<file path="config.mk">
export PLATFORM = sky130hd
export DESIGN_NAME = small_matrix_alu
export DESIGN_NICKNAME = d
export VERILOG_FILES = /design/src/smalu_pkg.sv /design/src/small_matrix_alu.sv /design/src/smalu_mem.sv /design/src/smalu_mac.sv /design/src/smalu_seq.sv
export SDC_FILE = /design/constraint.sdc
export NUM_CORES = 2
export LEC_CHECK = 0
export ABC_AREA = 1
export BUFFER_PORTS_ARGS = -buffer_cell sky130_fd_sc_hd__buf_4
export CAP_MARGIN = 15
export CORE_UTILIZATION = 45
export CTS_CLUSTER_SIZE = 28
export DETAILED_ROUTE_END_ITERATION = 7
export HOLD_SLACK_MARGIN = 0.15
export PLACE_DENSITY = 0.64
export SLEW_MARGIN = 15
export SYNTH_ARGS = -nofsm -noshare
export SYNTH_HDL_FRONTEND = slang
export SYNTH_SLANG_ARGS = --single-unit
</file>
<file path="constraint.sdc">
create_clock -name i_clk -period 5.97 [get_ports i_clk]
set_input_delay 0.2985 -clock i_clk [delete_from_list [all_inputs] [get_ports i_clk]]
set_output_delay 0.2985 -clock i_clk [all_outputs]
set_load 0.05 [all_outputs]
</file>
<file path="src/smalu_pkg.sv">
// shared types, codes and helpers for the small matrix alu
`default_nettype none

package smalu_pkg;

    localparam int MAX_DIM_DEF   = 8;
    localparam int ELEM_BITS_DEF = 16;
    localparam int IN_BITS       = 16;
    localparam int RES_BITS      = 35;
    localparam int IDX_BITS      = 3;
    localparam int DIM_BITS      = 4;
    localparam int ADDR_FULL     = 6;

    localparam logic [1:0] MODE_LOAD_A = 2'd0;
    localparam logic [1:0] MODE_LOAD_B = 2'd1;
    localparam logic [1:0] MODE_RUN    = 2'd2;

    typedef enum logic [1:0] {
        OP_ADD = 2'd0,
        OP_SUB = 2'd1,
        OP_TRN = 2'd2,
        OP_MUL = 2'd3
    } t_op;

    typedef enum logic [1:0] {
        REG_ROWS_A = 2'd0,
        REG_COLS_A = 2'd1,
        REG_ROWS_B = 2'd2,
        REG_COLS_B = 2'd3
    } t_reg;

    typedef enum logic [2:0] {
        FN_ADD,
        FN_SUB,
        FN_PASS,
        FN_MUL,
        FN_ZERO
    } t_fn;

    typedef enum logic [1:0] {
        S_IDLE,
        S_ISSUE,
        S_WAIT
    } t_state;

    typedef struct packed {
        t_fn                 fn;
        logic                first;
        logic                lastk;
        logic [IDX_BITS-1:0] row;
        logic [IDX_BITS-1:0] col;
        logic                status;
        logic                last;
    } t_tag;

    typedef struct packed {
        logic valid;
        t_tag tag;
    } t_issue;

    function automatic logic [DIM_BITS-1:0] dim_clamp(input logic [DIM_BITS-1:0] v,
                                                      input logic [DIM_BITS-1:0] maxd);
        logic [DIM_BITS-1:0] d;
        if (v == '0) begin
            d = DIM_BITS'(1);
        end else if (v > maxd) begin
            d = maxd;
        end else begin
            d = v;
        end
        return d;
    endfunction

    function automatic logic [ADDR_FULL-1:0] elem_addr(input logic [IDX_BITS-1:0] row,
                                                       input logic [IDX_BITS-1:0] col,
                                                       input logic [DIM_BITS-1:0] maxd);
        return ADDR_FULL'(row) * ADDR_FULL'(maxd) + ADDR_FULL'(col);
    endfunction

endpackage

`default_nettype wire

</file>
<file path="src/small_matrix_alu.sv">
// top level: shape registers, element stores, sequencer, shared unit and output register
// load request: taken when the input is not stalled, no result
// run request: result elements pass through the shared unit one at a time, each summing
// cols_a products for multiply and one term otherwise; a shape mismatch gives a single status result
// input is stalled from a run request until its last result sits in the output register
// reset clears control state and sets all shape registers to 1; element stores keep contents
`default_nettype none

module small_matrix_alu
    import smalu_pkg::*;
#(
    parameter int MAX_DIM   = MAX_DIM_DEF,
    parameter int ELEM_BITS = ELEM_BITS_DEF
) (
    input  wire logic                       i_clk,
    input  wire logic                       i_rst_n,
    input  wire logic                       i_in_valid,
    output logic                            o_in_stall,
    input  wire logic        [1:0]          i_mode,
    input  wire logic        [IDX_BITS-1:0] i_row_index,
    input  wire logic        [IDX_BITS-1:0] i_col_index,
    input  wire logic signed [IN_BITS-1:0]  i_element_value,
    input  wire logic        [1:0]          i_operation,
    output logic                            o_out_valid,
    input  wire logic                       i_out_stall,
    output logic signed      [RES_BITS-1:0] o_result_value,
    output logic             [IDX_BITS-1:0] o_result_row,
    output logic             [IDX_BITS-1:0] o_result_col,
    output logic                            o_status,
    output logic                            o_last,
    input  wire logic                       i_cfg_valid,
    output logic                            o_cfg_ready,
    input  wire logic        [1:0]          i_cfg_index,
    input  wire logic        [DIM_BITS-1:0] i_cfg_data
);

    localparam int DEPTH = MAX_DIM * MAX_DIM;
    localparam int AW    = (DEPTH > 1) ? $clog2(DEPTH) : 1;
    localparam logic [DIM_BITS-1:0] MD = DIM_BITS'(MAX_DIM);

    logic [DIM_BITS-1:0]  r_rows_a, r_cols_a, r_rows_b, r_cols_b;
    logic                 w_in_acc, w_start, w_in_range, w_we_a, w_we_b;
    logic                 w_seq_busy, w_mac_busy, w_done;
    logic signed [31:0]   w_ext;
    logic [ELEM_BITS-1:0] w_elem;
    logic [ADDR_FULL-1:0] w_laddr;
    logic [AW-1:0]        w_raddr_a, w_raddr_b;
    logic [ELEM_BITS-1:0] w_rd_a, w_rd_b;
    t_issue               w_issue;
    t_tag                 w_tag, r_slot_tag;
    logic signed [RES_BITS-1:0] w_acc;
    logic                 r_slot_full, r_out_valid, w_move;
    logic signed [RES_BITS-1:0] r_out_value;
    logic [IDX_BITS-1:0]  r_out_row, r_out_col;
    logic                 r_out_status, r_out_last;

    assign o_cfg_ready = 1'b1;
    assign o_in_stall  = w_seq_busy;
    assign w_in_acc    = i_in_valid && !w_seq_busy;
    assign w_start     = w_in_acc && (i_mode == MODE_RUN);

    assign w_ext      = 32'(i_element_value);
    assign w_elem     = w_ext[ELEM_BITS-1:0];
    assign w_in_range = (DIM_BITS'(i_row_index) < MD) && (DIM_BITS'(i_col_index) < MD);
    assign w_laddr    = elem_addr(i_row_index, i_col_index, MD);
    assign w_we_a     = w_in_acc && w_in_range && (i_mode == MODE_LOAD_A);
    assign w_we_b     = w_in_acc && w_in_range && (i_mode == MODE_LOAD_B);

    always_ff @(posedge i_clk) begin
        if (!i_rst_n) begin
            r_rows_a <= DIM_BITS'(1);
            r_cols_a <= DIM_BITS'(1);
            r_rows_b <= DIM_BITS'(1);
            r_cols_b <= DIM_BITS'(1);
        end else if (i_cfg_valid) begin
            unique case (t_reg'(i_cfg_index))
                REG_ROWS_A: r_rows_a <= i_cfg_data;
                REG_COLS_A: r_cols_a <= i_cfg_data;
                REG_ROWS_B: r_rows_b <= i_cfg_data;
                REG_COLS_B: r_cols_b <= i_cfg_data;
            endcase
        end
    end

    smalu_mem #(
        .DEPTH (DEPTH),
        .WIDTH (ELEM_BITS)
    ) u_mem_a (
        .i_clk   (i_clk),
        .i_we    (w_we_a),
        .i_waddr (w_laddr[AW-1:0]),
        .i_wdata (w_elem),
        .i_raddr (w_raddr_a),
        .o_rdata (w_rd_a)
    );

    smalu_mem #(
        .DEPTH (DEPTH),
        .WIDTH (ELEM_BITS)
    ) u_mem_b (
        .i_clk   (i_clk),
        .i_we    (w_we_b),
        .i_waddr (w_laddr[AW-1:0]),
        .i_wdata (w_elem),
        .i_raddr (w_raddr_b),
        .o_rdata (w_rd_b)
    );

    smalu_seq #(
        .MAX_DIM (MAX_DIM)
    ) u_seq (
        .i_clk       (i_clk),
        .i_rst_n     (i_rst_n),
        .i_start     (w_start),
        .i_operation (t_op'(i_operation)),
        .i_rows_a    (r_rows_a),
        .i_cols_a    (r_cols_a),
        .i_rows_b    (r_rows_b),
        .i_cols_b    (r_cols_b),
        .i_pipe_busy (w_mac_busy || r_slot_full),
        .o_issue     (w_issue),
        .o_addr_a    (w_raddr_a),
        .o_addr_b    (w_raddr_b),
        .o_busy      (w_seq_busy)
    );

    smalu_mac #(
        .ELEM_BITS (ELEM_BITS)
    ) u_mac (
        .i_clk   (i_clk),
        .i_rst_n (i_rst_n),
        .i_issue (w_issue),
        .i_a     (w_rd_a),
        .i_b     (w_rd_b),
        .o_acc   (w_acc),
        .o_done  (w_done),
        .o_tag   (w_tag),
        .o_busy  (w_mac_busy)
    );

    // finished element waits in the accumulator until the output register frees up
    assign w_move = r_slot_full && (!r_out_valid || !i_out_stall);

    always_ff @(posedge i_clk) begin
        if (!i_rst_n) begin
            r_slot_full <= 1'b0;
            r_out_valid <= 1'b0;
        end else begin
            if (w_done) begin
                r_slot_full <= 1'b1;
            end else if (w_move) begin
                r_slot_full <= 1'b0;
            end
            if (w_move) begin
                r_out_valid <= 1'b1;
            end else if (!i_out_stall) begin
                r_out_valid <= 1'b0;
            end
        end
    end

    always_ff @(posedge i_clk) begin
        if (w_done) begin
            r_slot_tag <= w_tag;
        end
        if (w_move) begin
            r_out_value  <= w_acc;
            r_out_row    <= r_slot_tag.row;
            r_out_col    <= r_slot_tag.col;
            r_out_status <= r_slot_tag.status;
            r_out_last   <= r_slot_tag.last;
        end
    end

    assign o_out_valid    = r_out_valid;
    assign o_result_value = r_out_value;
    assign o_result_row   = r_out_row;
    assign o_result_col   = r_out_col;
    assign o_status       = r_out_status;
    assign o_last         = r_out_last;

endmodule

`default_nettype wire

</file>
<file path="src/smalu_mem.sv">
// single write port, single registered read port element memory
`default_nettype none

module smalu_mem
    import smalu_pkg::*;
#(
    parameter int DEPTH = MAX_DIM_DEF * MAX_DIM_DEF,
    parameter int WIDTH = ELEM_BITS_DEF,
    localparam int AW = (DEPTH > 1) ? $clog2(DEPTH) : 1
) (
    input  wire logic             i_clk,
    input  wire logic             i_we,
    input  wire logic [AW-1:0]    i_waddr,
    input  wire logic [WIDTH-1:0] i_wdata,
    input  wire logic [AW-1:0]    i_raddr,
    output logic      [WIDTH-1:0] o_rdata
);

    logic [WIDTH-1:0] r_mem [DEPTH];
    logic [WIDTH-1:0] r_rdata;

    always_ff @(posedge i_clk) begin
        if (i_we) begin
            r_mem[i_waddr] <= i_wdata;
        end
        r_rdata <= r_mem[i_raddr];
    end

    assign o_rdata = r_rdata;

endmodule

`default_nettype wire

</file>
<file path="src/smalu_mac.sv">
// shared add, subtract, pass, zero and multiply-accumulate unit
`default_nettype none

module smalu_mac
    import smalu_pkg::*;
#(
    parameter int ELEM_BITS = ELEM_BITS_DEF
) (
    input  wire logic                        i_clk,
    input  wire logic                        i_rst_n,
    input  wire t_issue                      i_issue,
    input  wire logic        [ELEM_BITS-1:0] i_a,
    input  wire logic        [ELEM_BITS-1:0] i_b,
    output logic signed      [RES_BITS-1:0]  o_acc,
    output logic                             o_done,
    output t_tag                             o_tag,
    output logic                             o_busy
);

    logic                         r_v1, r_v2, r_done;
    t_tag                         r_tag1, r_tag2, r_tag3;
    logic signed [RES_BITS-1:0]   r_term, r_acc;
    logic signed [RES_BITS-1:0]   w_term;
    logic signed [ELEM_BITS-1:0]  w_a, w_b;
    logic signed [2*ELEM_BITS-1:0] w_prod;

    assign w_a    = $signed(i_a);
    assign w_b    = $signed(i_b);
    assign w_prod = w_a * w_b;

    always_comb begin
        unique case (r_tag1.fn)
            FN_ADD:  w_term = RES_BITS'(w_a) + RES_BITS'(w_b);
            FN_SUB:  w_term = RES_BITS'(w_a) - RES_BITS'(w_b);
            FN_PASS: w_term = RES_BITS'(w_a);
            FN_MUL:  w_term = RES_BITS'(w_prod);
            default: w_term = '0;
        endcase
    end

    always_ff @(posedge i_clk) begin
        if (!i_rst_n) begin
            r_v1   <= 1'b0;
            r_v2   <= 1'b0;
            r_done <= 1'b0;
        end else begin
            r_v1   <= i_issue.valid;
            r_v2   <= r_v1;
            r_done <= r_v2 && r_tag2.lastk;
        end
    end

    always_ff @(posedge i_clk) begin
        r_tag1 <= i_issue.tag;
        r_tag2 <= r_tag1;
        r_term <= w_term;
        if (r_v2) begin
            r_acc  <= r_tag2.first ? r_term : r_acc + r_term;
            r_tag3 <= r_tag2;
        end
    end

    assign o_acc  = r_acc;
    assign o_done = r_done;
    assign o_tag  = r_tag3;
    assign o_busy = r_v1 || r_v2 || r_done;

endmodule

`default_nettype wire

</file>
<file path="src/smalu_seq.sv">
// run sequencer: walks result elements and inner-product steps
`default_nettype none

module smalu_seq
    import smalu_pkg::*;
#(
    parameter int MAX_DIM = MAX_DIM_DEF,
    localparam int AW = (MAX_DIM * MAX_DIM > 1) ? $clog2(MAX_DIM * MAX_DIM) : 1
) (
    input  wire logic                i_clk,
    input  wire logic                i_rst_n,
    input  wire logic                i_start,
    input  wire t_op                 i_operation,
    input  wire logic [DIM_BITS-1:0] i_rows_a,
    input  wire logic [DIM_BITS-1:0] i_cols_a,
    input  wire logic [DIM_BITS-1:0] i_rows_b,
    input  wire logic [DIM_BITS-1:0] i_cols_b,
    input  wire logic                i_pipe_busy,
    output t_issue                   o_issue,
    output logic      [AW-1:0]       o_addr_a,
    output logic      [AW-1:0]       o_addr_b,
    output logic                     o_busy
);

    localparam logic [DIM_BITS-1:0] MD = DIM_BITS'(MAX_DIM);

    t_state              r_state, n_state;
    t_fn                 r_fn, n_fn;
    logic [IDX_BITS-1:0] r_i, n_i, r_j, n_j, r_k, n_k;
    logic [DIM_BITS-1:0] r_nr, n_nr, r_nc, n_nc, r_nk, n_nk;
    logic                r_mis, n_mis;
    logic [DIM_BITS-1:0] w_ra, w_ca, w_rb, w_cb;
    logic                w_lastk, w_last_elem;
    logic [ADDR_FULL-1:0] w_fa, w_fb;

    assign w_ra = dim_clamp(i_rows_a, MD);
    assign w_ca = dim_clamp(i_cols_a, MD);
    assign w_rb = dim_clamp(i_rows_b, MD);
    assign w_cb = dim_clamp(i_cols_b, MD);

    assign w_lastk     = (DIM_BITS'(r_k) + DIM_BITS'(1)) == r_nk;
    assign w_last_elem = ((DIM_BITS'(r_i) + DIM_BITS'(1)) == r_nr)
                      && ((DIM_BITS'(r_j) + DIM_BITS'(1)) == r_nc);

    always_comb begin
        unique case (r_fn)
            FN_PASS: begin
                w_fa = elem_addr(r_j, r_i, MD);
                w_fb = elem_addr(r_j, r_i, MD);
            end
            FN_MUL: begin
                w_fa = elem_addr(r_i, r_k, MD);
                w_fb = elem_addr(r_k, r_j, MD);
            end
            default: begin
                w_fa = elem_addr(r_i, r_j, MD);
                w_fb = elem_addr(r_i, r_j, MD);
            end
        endcase
    end

    assign o_addr_a = w_fa[AW-1:0];
    assign o_addr_b = w_fb[AW-1:0];
    assign o_busy   = (r_state != S_IDLE);

    always_ff @(posedge i_clk) begin
        if (!i_rst_n) begin
            r_state <= S_IDLE;
            r_mis   <= 1'b0;
            r_i     <= '0;
            r_j     <= '0;
            r_k     <= '0;
        end else begin
            r_state <= n_state;
            r_mis   <= n_mis;
            r_i     <= n_i;
            r_j     <= n_j;
            r_k     <= n_k;
        end
    end

    always_ff @(posedge i_clk) begin
        r_fn <= n_fn;
        r_nr <= n_nr;
        r_nc <= n_nc;
        r_nk <= n_nk;
    end

    always_comb begin
        n_state = r_state;
        n_fn    = r_fn;
        n_i     = r_i;
        n_j     = r_j;
        n_k     = r_k;
        n_nr    = r_nr;
        n_nc    = r_nc;
        n_nk    = r_nk;
        n_mis   = r_mis;
        o_issue = '0;
        unique case (r_state)
            S_IDLE: begin
                if (i_start) begin
                    n_i     = '0;
                    n_j     = '0;
                    n_k     = '0;
                    n_mis   = 1'b0;
                    n_nk    = DIM_BITS'(1);
                    n_state = S_ISSUE;
                    unique case (i_operation)
                        OP_ADD, OP_SUB: begin
                            n_nr  = w_ra;
                            n_nc  = w_ca;
                            n_fn  = (i_operation == OP_ADD) ? FN_ADD : FN_SUB;
                            n_mis = (w_ra != w_rb) || (w_ca != w_cb);
                        end
                        OP_TRN: begin
                            n_nr = w_ca;
                            n_nc = w_ra;
                            n_fn = FN_PASS;
                        end
                        OP_MUL: begin
                            n_nr  = w_ra;
                            n_nc  = w_cb;
                            n_nk  = w_ca;
                            n_fn  = FN_MUL;
                            n_mis = (w_ca != w_rb);
                        end
                    endcase
                    if (n_mis) begin
                        n_nr = DIM_BITS'(1);
                        n_nc = DIM_BITS'(1);
                        n_nk = DIM_BITS'(1);
                        n_fn = FN_ZERO;
                    end
                end
            end
            S_ISSUE: begin
                o_issue.valid      = 1'b1;
                o_issue.tag.fn     = r_fn;
                o_issue.tag.first  = (r_k == '0);
                o_issue.tag.lastk  = w_lastk;
                o_issue.tag.row    = r_i;
                o_issue.tag.col    = r_j;
                o_issue.tag.status = r_mis;
                o_issue.tag.last   = w_last_elem;
                if (w_lastk) begin
                    n_state = S_WAIT;
                end else begin
                    n_k = r_k + IDX_BITS'(1);
                end
            end
            S_WAIT: begin
                if (!i_pipe_busy) begin
                    n_k = '0;
                    if (w_last_elem) begin
                        n_state = S_IDLE;
                        n_mis   = 1'b0;
                    end else begin
                        n_state = S_ISSUE;
                        if ((DIM_BITS'(r_j) + DIM_BITS'(1)) == r_nc) begin
                            n_j = '0;
                            n_i = r_i + IDX_BITS'(1);
                        end else begin
                            n_j = r_j + IDX_BITS'(1);
                        end
                    end
                end
            end
            default: n_state = S_IDLE;
        endcase
    end

endmodule

`default_nettype wire

</file>
[Word level (Yosys, flattened, before mapping)]
Memories as Yosys holds them, arrays and structs flattened. A register that Yosys moved wholly into a read port is not among the register bits.
Index checks and enable logic that the tools add are counted.
Word-level totals
  output and inout bits: 46
  bits in registers: 200
  input port bits: 37
  RAM bits: 2048
  logic and storage cells: 188
  memories: 2
Cells by class
  mux-type cells: 49
  $mul: 1
  equality and inequality tests: 29
  reduce and logical (&&, ||, !) cells: 42
  order comparisons: 4
  add/sub/neg operators: 14
  bitwise operators: 1
Memory list
  u_mem_a.r_mem: depth 64, width 16, rd ports 1, clocked after memory_dff 1, wr ports 1, RTL line smalu_mem.sv:19  | logic [WIDTH-1:0] r_mem [DEPTH];
  u_mem_b.r_mem: depth 64, width 16, rd ports 1, clocked after memory_dff 1, wr ports 1, RTL line smalu_mem.sv:19
Operators with widths (count)
  $pmux W35 S4: 1
  $add A35 B35 Y35: 1
  $mux W35: 1
  $mul A16 B16 Y32: 1
  $mux W4: 8
  $add A6 B3 Y6: 5
  $mux W3: 9
  $pmux W6 S2: 2
  $pmux W3 S3: 2
  $add A16 B16 Y17: 1
  $sub A16 B16 Y17: 1
  $gt A4 B4 Y1 const B: 4
  $logic_not A4 Y1: 4
  $mux W1: 15
  $mux W14: 1
  $add A3 B1 Y4 const B: 3
  $eq A2 B2 Y1 const B: 6
  $eq A3 B2 Y1 const B: 4
  $eq A4 B4 Y1: 3
  $ne A4 B4 Y1: 3
  $pmux W3 S2: 2
  $pmux W4 S3: 1
  $reduce_and A4 Y1: 3
  $ne A2 B1 Y1 const B: 5
  21 further kinds: 54

[Longest topological paths before layout]
  depth in word-level cells: 10
  mapped depth: 26
  depth with buffers taken out: 25

[Hierarchy]
Synthesis repeated with hierarchy kept, for this count alone.
Unflattened totals
  cells, all modules: 10128
  area, all modules: 107191.6 µm²
Modules (own cells, without submodules)
  smalu_mem: times used 2, seq. area each 31069.8 µm², cells an instance 3517, area each 42099.1 µm²
  smalu_mac: times used 1, seq. area each 2662.6 µm², cells an instance 2597, area each 18556.5 µm²
  small_matrix_alu: times used 1, seq. area each 1891.8 µm², cells an instance 167, area each 2338.5 µm²
  smalu_seq: times used 1, seq. area each 690.7 µm², cells an instance 330, area each 2098.3 µm²

[Worst setup path before layout]
Ideal clock, no wire load.
  path kind: register -> register
  from: reg u_mem_a.r_rdata[15], in the netlist u_mem_a.o_rdata[15], read port of u_mem_a.r_mem
  to: reg u_mac.r_term[26]
  period minus slack after synthesis: 5.836 ns
  library setup time: 0.117 ns
  path slack: 0.134 ns
  required time: 5.853 ns
  buffers on the path: 2
  cell stages (with the launch flop): 23
  arrival time: 5.720 ns
  cells stage by stage: dfxtp_1 -> clkbuf_1 -> clkbuf_1 -> nand2_1 -> fa_1 -> inv_1 -> fa_1 -> fa_1 -> fa_1 -> fa_1 -> inv_1 -> fa_1 -> inv_1 -> ha_1 -> a21o_1 -> o21bai_1 -> a21oi_1 -> nand3_1 -> nand2_1 -> nand2_1 -> or2_2 -> nand3_1 -> nand2_1
Between the ends
  longest elaborated chain between the ends: 2
  elaborated cells between the ends (all ways): 4
  classes of those cells: 2 x add/sub; 1 x mul; 1 x mux
RTL lines
  start, declared: RTL line smalu_mem.sv:20  | logic [WIDTH-1:0] r_rdata;
  $mul A16 B16 Y32, or another cell as far along: RTL line smalu_mac.sv:29  | assign w_prod = w_a * w_b;
  $pmux W35 S4 *: RTL line smalu_mac.sv:32  | unique case (r_tag1.fn)
  net u_mac.w_term[26]: RTL line smalu_mac.sv:23  | logic signed [RES_BITS-1:0] w_term;
  end signal, assigned: RTL line smalu_mac.sv:56  | r_term <= w_term;
  end, declared: RTL line smalu_mac.sv:22  | logic signed [RES_BITS-1:0] r_term, r_acc;
The timed path passes the listed nets; every way through them passes the cells marked *.
A chain may end at the register's enable or synchronous reset.

[Final worst setup path]
  from: reg u_mem_b.r_rdata[15], in the netlist u_mem_b.o_rdata[15], read port of u_mem_b.r_mem
  to: reg u_mac.r_term[33]
Between the ends
  longest elaborated chain between the ends: 2
  elaborated cells between the ends (all ways): 4
  classes of those cells: 2 x add/sub; 1 x mul; 1 x mux
RTL lines (RTL line)
  start, declared: smalu_mem.sv:20
  $mul A16 B16 Y32, or another cell as far along: smalu_mac.sv:29
  $pmux W35 S4 *: smalu_mac.sv:32
Every way passes the cells marked *; elsewhere a longest branch is shown, timed or not.

==> impl_metrics.ini <==
[yosys]
synth_top_area_share_pct = 59.0
syn_nets = 10900
synth.top_cells.by_count = 2157 x edfxtp_1, 1991 x nand2_1, 1710 x inv_1
yosysTopAreaCell = edfxtp_1
yosysUniqueCellTypes = 48
avgSynthCellArea_um2 = 10.6
synth_mux_area_share_pct = 0
synth_cells = 10400
synth-compound-area-share_pct = 4.92
yosys_warnings = 0
synth_edf_count = 2157
synth-xor-area-share_pct = 0.359
yosysSeqAreaShare_pct = 61.1
synth_top_family_by_area = simple AND/OR/NAND/NOR gates
synth-main-ff-cell = edfxtp_1
synth_area_leaders = edfxtp_1 59%, nand3_1 7.7%, nand2_1 6.8%, inv_1 5.8%, fa_1 4.8%
syn_area_um2 = 110000
synth_fa_ha_area_share_pct = 6.57
post-synth-top-count-cell = edfxtp_1
ys_async_sr_fraction_pct = 0
synth-simple-area-share_pct = 18.7
ys_ff_latch = 2277

[sta]
tightest_slew_ns = 1.24
finalCritPeriodShare_pct = 95.2
setup_viol = 0
slew_viol_final = 0
slew_headroom_pct = 17.5
period_needed_ns = 5.69
hold_violations = 0
max_freq_mhz = 176
finClkSkew_ns = 0.0502

[worst_setup_path]
cp_max_fo = 15
critical_path_class = flip-flop to flip-flop
crit_top_cell = fa_1
path_cells = inv_1 -> buf_4 -> or2_2 -> fa_1 -> fa_1 -> fa_1 -> inv_1 -> fa_1 -> inv_1 -> fa_1 -> inv_1 -> fa_1 -> ha_1 -> inv_1 -> nor3_1 -> nand2_1 -> or2_2 -> nand3_1 -> nand2_1 -> nand3_1 -> nand2_1
critical-path-max-stage-delay_ns = 0.57
worst_path_max_delay_cell = fa_1
cp.arrival_ns = 6.46
critPathCaptureType = flip-flop
start_kind = flip-flop
timing.rr.end = u_mac.r_term[33]
r2r-start = u_mem_b.o_rdata[15]
worst-path-buf-inv = 6
worstRegToRegCells = 21
required_ns = 6.75
r2r_slack_ns = 0.28
path_delay_family = adder cells

[detailed_routing]
wl_mm = 319
drc = 0
viasPerCell = 5.51
first_pass_iters = 8
via_count = 76600
routedWlPerCell_um = 23.0
detail-route-antenna-nets = 0
drtIter0Drc = 8828

[floorplan]
die_w_um = 496
start_util_pct = 45.2
core_area_um2 = 243000
rows = 181
ios = 83
die-area_um2 = 246000
dieHeight_um = 496

[layout]
fin_nets = 11000
layout-drive-gt1-share_pct = 7.90
final_core_util_pct = 50.6
area.growth.synth_to_final_pct = 11.8

[global_routing]
grt_pass1_vias = 73900
grt_max_degree = 221
gr-total-overflow = 0
grt_first_pass_wirelength_mm = 474
antenna_found_initial = 14
grt.total_usage_pct = 25.8

[clock_network]
insertion_delay_ns = 0.90
cts-buffers-inserted = 228
cts_max_path_buffers = 3
cts_htree_levels = 4
post-cts-setup-buffers = 0
clockRootBuffer = clkbuf_16
tritoncts = yes
clock_sinks = 2277
clkTransAtPathRegs_ns = 0.07

[worst_hold_path]
hold_depth = 5
hp-class = input port to flip-flop
hold_end = u_mem_b.r_mem[14][12]
worstHoldStart = i_col_index[0]

[run]
cap_violations = 0

[placed_design]
gp_congestion = 0.932
dp_hpwl_mm = 193
io_buffer_count = 81

[status]
status = completed
[how the worst max path moves through the flow]
| stage | slack [ns] | depth (start not counted) | startpoint | end |
|---|---|---|---|---|
| 2_1_floorplan | 0.13 | 22 | u_mem_a.o_rdata[15] | u_mac.r_term[26] |
| 5_1_grt | -0.06 | 24 | u_mem_b.o_rdata[1] | u_mac.r_term[29] |
| 3_5_place_dp | -0.30 | 26 | u_mem_a.o_rdata[6] | u_mac.r_term[14] |
| 3_3_place_gp | -0.18 | 26 | u_mem_a.o_rdata[6] | u_mac.r_term[14] |
| 4_1_cts | 0.03 | 24 | u_mem_b.o_rdata[3] | u_mac.r_term[14] |
| 6_report | 0.28 | 21 | u_mem_b.o_rdata[15] | u_mac.r_term[33] |
[timing repair]
| action | in CTS | in global routing |
|---|---|---|
| endpoints found under the hold margin | 1033 | 0 |
| setup endpoints to repair | 1 | 14 |
| gates resized for setup | 3 | 22 |
| gates cloned | 0 | 0 |
| hold buffers | 45 | 0 |
[stage by stage]
| step | setup WS, ns | instances | setup TNS [ns] | hold slack (ns) | area [um^2] |
|---|---|---|---|---|---|
| 2_1_floorplan | 0.134 | 10400 | 0 | 0.310 | 110000 |
| 3_3_place_gp | -0.184 | 13400 | -0.184 | 0.314 | 115000 |
| 3_5_place_dp | -0.300 | 13400 | -0.300 | 0.313 | 115000 |
| 4_1_cts | 0.0259 | 13900 | 0 | 0.154 | 123000 |
| 5_1_grt | -0.0600 | 13900 | -0.0600 | 0.230 | 123000 |
| 6_report | 0.284 | 13900 | 0 | 0.241 | 123000 |
[worst register-to-register path, cell delays in order (launching register included)]
cell     delay (ns)
dfxtp_1        0.47
inv_1          0.10
buf_4          0.22
or2_2          0.31
fa_1           0.57
fa_1           0.46
fa_1           0.53
inv_1          0.06
fa_1           0.51
inv_1          0.05
fa_1           0.47
inv_1          0.05
fa_1           0.46
ha_1           0.33
inv_1          0.07
nor3_1         0.24
nand2_1        0.10
or2_2          0.31
nand3_1        0.10
nand2_1        0.06
nand3_1        0.08
nand2_1        0.05
[logic make-up (layout without fill, tap and decap cells)]
| kind of cell | Yosys count | count (layout) |
|---|---|---|
| flip-flops | 2277 | 2277 |
| AO/OA/AOI/OAI | 875 | 875 |
| AND/OR/NAND/NOR | 4491 | 4491 |
| buffers and inverters | 2299 | 2589 |
| adder cells (fa/ha/maj) | 418 | 418 |
| other | 1 | 12 |
| XOR/XNOR | 45 | 45 |
[area by class of cell]
type / count / area (um^2)
fillers: 21400 / 120000
well taps: 3202 / 4010
diodes: 11 / 27.5
inverters: 1718 / 6470
repair buffers: 450 / 3930
multi-input cells: 5830 / 33900
clock buffers: 309 / 6350
clock inverters: 112 / 952
flip-flops and latches: 2277 / 67200
[routing by layer]
| metal | track usage (%) | wire (um) | vias to the layer above |
|---|---|---|---|
| met4 | 10.1 | 12400 | 4 |
| met2 | 40.9 | 147000 | 3157 |
| li1 | - | - | 35300 |
| met1 | 35.8 | 135000 | 37700 |
| met5 | 0 | 27 | - |
| met3 | 3.94 | 24700 | 547 |
[registers in the layout, indices dropped and copies added (netlist names), 8 cells and up]
name,count
u_mem_b.r_mem,1024
u_mem_a.o_rdata,16
r_slot_tag,8
u_mac.o_acc,35
o_result_value,35
u_mac.r_tag2,10
u_mac.r_term,32
u_mac.o_tag,8
u_mem_b.o_rdata,16
u_mem_a.r_mem,1024
u_mac.r_tag1,13
[layout by cell type (no fill, tap or decap), types with 5 or more instances in the layout]
master         instances
edfxtp_1            2157
nand2_1             1991
inv_1               1706
nand3_1             1686
nand3b_1             361
buf_4                356
o211ai_1             341
nor2_1               295
fa_1                 264
clkbuf_16            239
o21ai_0              228
a21oi_1              201
ha_1                 150
dfxtp_1              106
clkbuf_1              56
clkinv_1              49
nor3_1                46
dlygate4sd3_1         45
clkinv_2              38
or2_2                 36
nor2_2                29
buf_12                28
o21ai_1               25
xor2_1                23
xnor2_1               22
nand4_1               21
a31oi_1               19
buf_6                 18
bufinv_16             14
dfxtp_2               13
diode_2               11
o21bai_1              11
a21o_1                10
clkbuf_8              10
nor2_4                 6
inv_6                  6
o31ai_1                5
nor4_1                 5
nand2_8                5
Power is left out: the tool's default activity adds up to more than one toggle a clock period on the data nets, which glitch-free logic cannot reach.
